--- src/sv/b64sc_pkg.sv ---
`default_nettype none
package b64sc_pkg;

  // Direction register codes
  localparam logic DIR_ENCODE = 1'b0;
  localparam logic DIR_DECODE = 1'b1;

  // Padding character '='
  localparam logic [7:0] PAD_CHAR = 8'd61;

  // Most results one input item can cause
  localparam int MAX_RESULTS = 4;

  // One result item
  typedef struct packed {
    logic [7:0] symbol;
    logic       present;
    logic       last;
  } result_t;

  // Decoded character: valid flag and 6-bit value
  typedef struct packed {
    logic       valid;
    logic [5:0] value;
  } char_val_t;

  // Map a 6-bit group to its alphabet character
  function automatic logic [7:0] b64_char(input logic [5:0] idx);
    logic [7:0] c;
    if (idx < 6'd26) begin
      c = 8'd65 + {2'b00, idx};
    end else if (idx < 6'd52) begin
      c = 8'd71 + {2'b00, idx};
    end else if (idx < 6'd62) begin
      c = {2'b00, idx} - 8'd4;
    end else if (idx == 6'd62) begin
      c = 8'd43;
    end else begin
      c = 8'd47;
    end
    return c;
  endfunction

  // Map a character back to its 6-bit value; invalid for non-alphabet codes
  function automatic char_val_t b64_value(input logic [7:0] c);
    char_val_t r;
    logic [7:0] t;
    r = '0;
    t = '0;
    if (c >= 8'd65 && c <= 8'd90) begin
      t = c - 8'd65;
      r = '{valid: 1'b1, value: t[5:0]};
    end else if (c >= 8'd97 && c <= 8'd122) begin
      t = c - 8'd71;
      r = '{valid: 1'b1, value: t[5:0]};
    end else if (c >= 8'd48 && c <= 8'd57) begin
      t = c + 8'd4;
      r = '{valid: 1'b1, value: t[5:0]};
    end else if (c == 8'd43) begin
      r = '{valid: 1'b1, value: 6'd62};
    end else if (c == 8'd47) begin
      r = '{valid: 1'b1, value: 6'd63};
    end
    return r;
  endfunction

endpackage
`default_nettype wire

--- src/sv/base64_stream_codec.sv ---
`default_nettype none
// Channel     Direction  Payload
// s_axis      in         tdata[7:0] symbol_in, tlast message_end
// m_axis      out        tdata[7:0] symbol_out, tuser[0] data_present, tlast result_last
// cfg         in         cfg_wr_data: direction (0 encode, 1 decode)
//
// Each accepted item is worked out at once; its results (none to four) enter a four-entry
// buffer that drains one transaction per cycle into the output register while m_axis is not
// stalled, and a new item is taken once only the entry leaving this cycle remains.
// Encoding gives one or two characters per byte mid-message and up to four on the last byte.
// Synchronous reset clears direction, message state and all valid flags.
// A stall on m_axis holds the output register and blocks input while any result waits.
module base64_stream_codec
  import b64sc_pkg::*;
(
  input  wire logic       clk,
  input  wire logic       rst,
  input  wire logic       cfg_wr_en,
  input  wire logic       cfg_wr_data,
  input  wire logic       s_axis_tvalid,
  output logic            s_axis_tready,
  input  wire logic [7:0] s_axis_tdata,   // [7:0] symbol_in
  input  wire logic       s_axis_tlast,   // message_end
  output logic            m_axis_tvalid,
  input  wire logic       m_axis_tready,
  output logic [7:0]      m_axis_tdata,   // [7:0] symbol_out
  output logic [0:0]      m_axis_tuser,   // [0] data_present
  output logic            m_axis_tlast    // result_last
);

  localparam int IDX_W = $clog2(MAX_RESULTS);
  localparam int CNT_W = $clog2(MAX_RESULTS + 1);

  // Configuration and message state
  logic        direction;
  logic [11:0] bit_acc;
  logic [3:0]  pending;
  logic [1:0]  emit_cnt;
  logic        halted;

  logic [11:0] bit_acc_next;
  logic [3:0]  pending_next;
  logic [1:0]  emit_cnt_next;
  logic        halted_next;

  // Result buffer
  result_t          res_buf [MAX_RESULTS];
  logic [IDX_W-1:0] buf_head;
  logic [CNT_W-1:0] buf_rem;

  result_t          res_new [MAX_RESULTS];
  logic [CNT_W-1:0] res_n;

  logic accept;
  logic move;

  assign move          = (buf_rem != '0) && (!m_axis_tvalid || m_axis_tready);
  assign s_axis_tready = (buf_rem == '0) || ((buf_rem == CNT_W'(1)) && move);
  assign accept        = s_axis_tvalid && s_axis_tready;

  // Work out the results and next state for the item on the input
  always_comb begin
    logic [11:0] acc_w;
    logic [3:0]  p_w;
    logic [5:0]  idx1;
    logic [5:0]  idx2;
    logic        two;
    logic [2:0]  rem_bits;
    logic [5:0]  left_idx;
    logic [1:0]  cnt;
    logic [CNT_W-1:0] n;
    char_val_t   cv;

    for (int i = 0; i < MAX_RESULTS; i++) begin
      res_new[i] = '0;
    end
    n        = '0;
    cnt      = emit_cnt;
    acc_w    = '0;
    p_w      = '0;
    idx1     = '0;
    idx2     = '0;
    two      = 1'b0;
    rem_bits = '0;
    left_idx = '0;
    cv       = '0;
    bit_acc_next  = bit_acc;
    pending_next  = pending;
    emit_cnt_next = emit_cnt;
    halted_next   = halted;

    if (direction == DIR_ENCODE) begin
      acc_w = {bit_acc[3:0], s_axis_tdata};
      p_w   = pending + 4'd8;
      priority case (p_w)
        4'd8: begin
          idx1 = acc_w[7:2]; rem_bits = 3'd2; left_idx = {acc_w[1:0], 4'b0000};
        end
        4'd10: begin
          idx1 = acc_w[9:4]; rem_bits = 3'd4; left_idx = {acc_w[3:0], 2'b00};
        end
        default: begin
          idx1 = acc_w[11:6]; idx2 = acc_w[5:0]; two = 1'b1; rem_bits = 3'd0;
        end
      endcase
      // Full 6-bit groups
      res_new[n[IDX_W-1:0]] = '{symbol: b64_char(idx1), present: 1'b1, last: 1'b0};
      n   = n + CNT_W'(1);
      cnt = cnt + 2'd1;
      if (two) begin
        res_new[n[IDX_W-1:0]] = '{symbol: b64_char(idx2), present: 1'b1, last: 1'b0};
        n   = n + CNT_W'(1);
        cnt = cnt + 2'd1;
      end
      if (s_axis_tlast) begin
        // Leftover bits, zero-padded
        if (rem_bits != '0) begin
          res_new[n[IDX_W-1:0]] = '{symbol: b64_char(left_idx), present: 1'b1, last: 1'b0};
          n   = n + CNT_W'(1);
          cnt = cnt + 2'd1;
        end
        // Pad to a multiple of four characters
        for (int k = 0; k < 3; k++) begin
          if (cnt != 2'd0 && n < CNT_W'(MAX_RESULTS)) begin
            res_new[n[IDX_W-1:0]] = '{symbol: PAD_CHAR, present: 1'b1, last: 1'b0};
            n   = n + CNT_W'(1);
            cnt = cnt + 2'd1;
          end
        end
        res_new[IDX_W'(n - CNT_W'(1))].last = 1'b1;
        bit_acc_next  = '0;
        pending_next  = '0;
        emit_cnt_next = '0;
        halted_next   = 1'b0;
      end else begin
        bit_acc_next  = acc_w;
        pending_next  = {1'b0, rem_bits};
        emit_cnt_next = cnt;
      end
    end else begin
      cv = b64_value(s_axis_tdata);
      if (!halted) begin
        if (!cv.valid) begin
          halted_next = 1'b1;
        end else begin
          acc_w = {bit_acc[5:0], cv.value};
          p_w   = pending + 4'd6;
          bit_acc_next = acc_w;
          pending_next = p_w;
          if (p_w >= 4'd8) begin
            priority case (p_w)
              4'd8:    res_new[0].symbol = acc_w[7:0];
              4'd10:   res_new[0].symbol = acc_w[9:2];
              default: res_new[0].symbol = acc_w[11:4];
            endcase
            res_new[0].present = 1'b1;
            res_new[0].last    = s_axis_tlast;
            n = CNT_W'(1);
            pending_next = p_w - 4'd8;
          end
        end
      end
      if (s_axis_tlast) begin
        // Bare end marker when no byte came out
        if (n == '0) begin
          res_new[0] = '{symbol: 8'd0, present: 1'b0, last: 1'b1};
          n = CNT_W'(1);
        end
        bit_acc_next  = '0;
        pending_next  = '0;
        emit_cnt_next = '0;
        halted_next   = 1'b0;
      end
    end
    res_n = n;
  end

  // Message state and direction register
  always_ff @(posedge clk) begin
    if (rst) begin
      direction <= DIR_ENCODE;
      bit_acc   <= '0;
      pending   <= '0;
      emit_cnt  <= '0;
      halted    <= 1'b0;
    end else if (cfg_wr_en) begin
      direction <= cfg_wr_data;
      bit_acc   <= '0;
      pending   <= '0;
      emit_cnt  <= '0;
      halted    <= 1'b0;
    end else if (accept) begin
      bit_acc   <= bit_acc_next;
      pending   <= pending_next;
      emit_cnt  <= emit_cnt_next;
      halted    <= halted_next;
    end
  end

  // Load the result buffer and advance its head
  always_ff @(posedge clk) begin
    if (rst) begin
      buf_head <= '0;
      buf_rem  <= '0;
    end else if (accept) begin
      buf_head <= '0;
      buf_rem  <= res_n;
    end else if (move) begin
      buf_head <= buf_head + IDX_W'(1);
      buf_rem  <= buf_rem - CNT_W'(1);
    end
  end

  always_ff @(posedge clk) begin
    if (accept) begin
      for (int i = 0; i < MAX_RESULTS; i++) begin
        res_buf[i] <= res_new[i];
      end
    end
  end

  // Output register: take the head entry when free, drop valid once taken
  always_ff @(posedge clk) begin
    if (rst) begin
      m_axis_tvalid <= 1'b0;
    end else if (move) begin
      m_axis_tvalid <= 1'b1;
    end else if (m_axis_tready) begin
      m_axis_tvalid <= 1'b0;
    end
  end

  always_ff @(posedge clk) begin
    if (move) begin
      m_axis_tdata    <= res_buf[buf_head].symbol;
      m_axis_tuser[0] <= res_buf[buf_head].present;
      m_axis_tlast    <= res_buf[buf_head].last;
    end
  end

endmodule
`default_nettype wire
--- config.mk ---
export PLATFORM = sky130hd
export DESIGN_NAME = base64_stream_codec
export DESIGN_NICKNAME = d
export VERILOG_FILES = /design/src/sv/b64sc_pkg.sv /design/src/sv/base64_stream_codec.sv
export SDC_FILE = /design/constraint.sdc
export NUM_CORES = 1
export LEC_CHECK = 0
export ABC_AREA = 1
export BUFFER_PORTS_ARGS = -buffer_cell sky130_fd_sc_hd__buf_4
export CAP_MARGIN = 20
export CORE_MARGIN = 5
export CORE_UTILIZATION = 45
export CTS_CLUSTER_SIZE = 25
export DETAILED_ROUTE_END_ITERATION = 8
export PLACE_DENSITY = 0.62
export SYNTH_ARGS = -nofsm -noshare
export SYNTH_HDL_FRONTEND = slang
export SYNTH_SLANG_ARGS = --single-unit
--- constraint.sdc ---
create_clock -name clk -period 4.9 [get_ports clk]
set_clock_uncertainty 0.05 [all_clocks]
set_input_delay 0 -clock clk [delete_from_list [all_inputs] [get_ports clk]]
set_output_delay 0 -clock clk [all_outputs]
set_load 0.01 [all_outputs]
==> impl_summary.log <==
[metrics] final estimated routing congestion in global placement: between 0.9 and 1
[metrics] TritonCTS clock tree: yes
[metrics] Max Root-Sink Buffers: 2
[metrics] Area after DPL: 4680 um2
[metrics] ant diodes: 0
[metrics] number of port buffers: 26
[metrics] final count of pins violating max slew: 0
[metrics] initial antenna violation count: 0
[metrics] ys async rst share: 0%
[metrics] via count of the first global-routing pass: about 4100
[metrics] CP Data Arrival Time: around 2.7 ns
[metrics] count of antenna-violating nets left after detailed routing: 0
[metrics] I/O pin count: 27
[metrics] Total Power Consumption: 1.96 mW
[metrics] LEAKAGE: 2.23 nW
[metrics] PnR worst setup slack: approximately 2.3 ns
[metrics] dominant register cell in the synthesized netlist: edfxtp_1
[metrics] Netlist cell types: 40
[metrics] Horiz. Die Dim: about 110 um
[metrics] number of flops mapped to enable cells by yosys: 36
[metrics] classification of the worst-slack hold path: in2reg
[metrics] standard-cell row count: 36
[metrics] floorplan die height: approximately 110 um
[metrics] area share of the leading cell type in the synthesized netlist: roughly 25%
[metrics] type of element capturing the critical path: register
[metrics] area grow syn2layout: 10.7%
[metrics] pin count of the biggest net entering global routing: 36
[metrics] wirelength, routed: between 10 and 15 mm
[metrics] DP Wirelength: roughly 9.2 mm
[metrics] total routing usage reported by global routing: about a fifth
[metrics] depth of the worst register-to-register path: 12
[metrics] layout cells sized above 1: ~9%
[metrics] fraction of synthesized area in multiplexers: 0%
[metrics] Total Die Area: about 12000 um2
[metrics] iteration-0 DRC count of the detailed router: between 200 and 300
[metrics] Root Buffer: clkbuf_8
[metrics] final-report setup violation count: 0
[metrics] DRC violation count after routing: 0
[metrics] wire length of the first global-routing pass: slightly below 20 mm
[metrics] CTS H-Tree Depth: 2
[metrics] sequential element share of the synthesized area: between 30% and 40%
[metrics] sinks on the clock net: 55
[metrics] area fraction in compound gates after synthesis: roughly an eighth
[metrics] run status: finished clean
[metrics] Worst slew margin: between 40% and 50%
[metrics] post-synthesis share of cell area spent on xor and xnor gates: under 10%
[metrics] cell count after synthesis: 639
[metrics] Warnings, synthesis: 0
[metrics] netlist area before placement: between 4000 and 5000 um2
[metrics] achievable clock frequency: about 380 MHz
[metrics] Critical Path Source Type: register
[metrics] Design Area, Final: slightly below 5000 um2
[metrics] period utilisation layout: between 50% and 60%
[metrics] number of inserted filler cells in the final layout: about 1000
[metrics] cts bufs inserted: 5
[metrics] via count: 4247
[metrics] leading cell types by total area after synthesis: edfxtp_1 (25%), nand2_1 (15%), dfxtp_1 (8.7%)
[metrics] most common cell in the synthesized netlist: nand2_1
[metrics] worst endpoint required time: just under 5 ns
[metrics] Total Negative Setup Slacks: 0 ns
[metrics] Initial DRT Pass Iterations: 5
[metrics] highest net fanout along the worst path: 23
[metrics] Maximum Capacitance Violations: 0
[metrics] final-report hold violation count: 0
[metrics] power density normalized to cell area: 404 nW/um2
[metrics] adder-cell share of the synthesized area: around 7.1%
[metrics] core occupancy in the finished layout: between 50% and 60%
[metrics] setup repair after global routing missed its margin: false
[metrics] total core area: ~9600 um2
[metrics] worst IR drop on VDD: 0.000161 V
[metrics] Place WS: between 2 and 2.5 ns
[metrics] Layout Nets: ~710
[metrics] number of instances on the worst hold path: 5
[metrics] synthesized flop and latch total: between 50 and 60
[metrics] area share of and/or/nand/nor cells after synthesis: a little over a third
[metrics] number of vias per cell after detailed routing: between 5 and 6
[metrics] actual transition at the worst max-transition pin: 0.777 ns
[metrics] most used standard cells in the synthesized netlist: nand2_1 (173), inv_1 (80), nand3_1 (73)
[metrics] mean area per synthesized cell: 6.85 um2
[metrics] Worst-path clk slew: around 0.11 ns
[metrics] cell taking the most area after synthesis: edfxtp_1
[metrics] overall overflow remaining after global route: 0
[metrics] Period minus WS final: 2.64 ns
[metrics] initial standard-cell utilization of the core: 45.4%
[metrics] clock network latency to the later pin of the worst-skew pair: around 0.32 ns
[metrics] start-to-end type of the worst setup path: reg2reg
[metrics] Avg WL per Cell: ~15 um
[metrics] dominant combinational cell family by area after synthesis: simple AND/OR/NAND/NOR gates
==> registers in the layout, summed over array words and instances, names as in the netlist <==
signal         flops
m_axis_tlast       1
bit_acc            6
m_axis_tdata       8
buf_rem            3
buf_head           2
res_buf           26
emit_cnt           2
m_axis_tuser       1
direction          1
halted             1
pending            3
m_axis_tvalid      1
==> worst paths after layout <==
check	end	start	slack [ns]
max reg2reg	res_buf[0][6]	pending[3]	2.26
max	res_buf[0][6]	pending[3]	2.26
min reg2reg	buf_rem[2]	buf_rem[2]	0.45
min	bit_acc[0]	s_axis_tdata[0]	0.02
==> area by class of cell <==
type	instances	area [um2]	area share, %
clock buffer	6	93.8	1.94
clock inverter	2	16.3	0.336
inverter	85	319	6.59
multi-input combinational	489	2530	52.3
sequential	55	1460	30.2
tap	133	166	3.43
timing repair buffer	32	253	5.22
==> through the flow <==
step / std cells / hold slack (ns)
after floorplan: 641 / 0.0191
after global placement: 789 / 0.160
after detailed placement: 789 / 0.160
after CTS: 802 / 0.0238
after global routing: 802 / 0.0727
final: 802 / 0.0230
==> worst max-delay path, stage by stage (launching register included) <==
cell and delay, ns:
dfxtp_1 0.36, nor2_4 0.42, nand2_1 0.26, nor2_1 0.25, nor2_2 0.10, inv_1 0.20
ha_1 0.24, nand2_1 0.08, xnor2_1 0.12, o21ai_0 0.16, inv_1 0.05, nand2_1 0.06
nand2_1 0.05
==> power by group <==
part           internal [mW]  switching (mW)  total (mW)
sequential             0.701          0.0642       0.765
clock                  0.134           0.165       0.299
combinational          0.304           0.588       0.892
==> layout by cell type (no fill, tap or decap), types with 2 or more instances in the layout <==
master,netlist,layout
o21ai_2,2,2
conb_1,1,3
nand4_1,7,7
nand3b_1,4,4
xnor2_1,4,4
nand2_4,2,2
a21oi_1,18,18
o21ai_1,6,6
o22ai_1,10,10
xor2_1,9,9
ha_1,25,25
clkbuf_8,0,5
inv_2,5,5
buf_4,2,27
o211ai_1,4,4
inv_1,80,80
dfxtp_1,19,19
nand2_2,5,5
nand2_1,173,173
dlygate4sd3_1,0,5
nor2_1,71,71
nor2_2,4,4
edfxtp_1,36,36
a31oi_1,2,2
nand3_2,4,4
o21ai_0,47,47
nor3_1,5,5
nand3_1,73,73
==> what timing repair did <==
action,4_1_cts,5_1_grt
hold buffers,5,0
endpoints found under the setup margin,0,0
setup buffers,0,0
gates resized for setup,0,0
endpoints found under the hold margin,14,0
==> logic make-up (layout without fill, tap and decap cells) <==
logic type | Yosys count | in the layout
buffers and inverters | 97 | 125
xor gates and xnor gates | 13 | 13
and+or+nand+nor | 354 | 354
adders and majority gates | 25 | 25
AOI/OAI and AO/OA | 94 | 94
other | 1 | 3
DFF | 55 | 55
==> layer usage <==
layer  part of all wire [%]  routed length, um  track usage, %
met1                     45               5260            27.8
met4                    2.0                231            5.68
met2                     47               5520            36.2
met5                      0                  0               0
met3                    6.3                737            2.49
(Power assumes the default switching activity.)
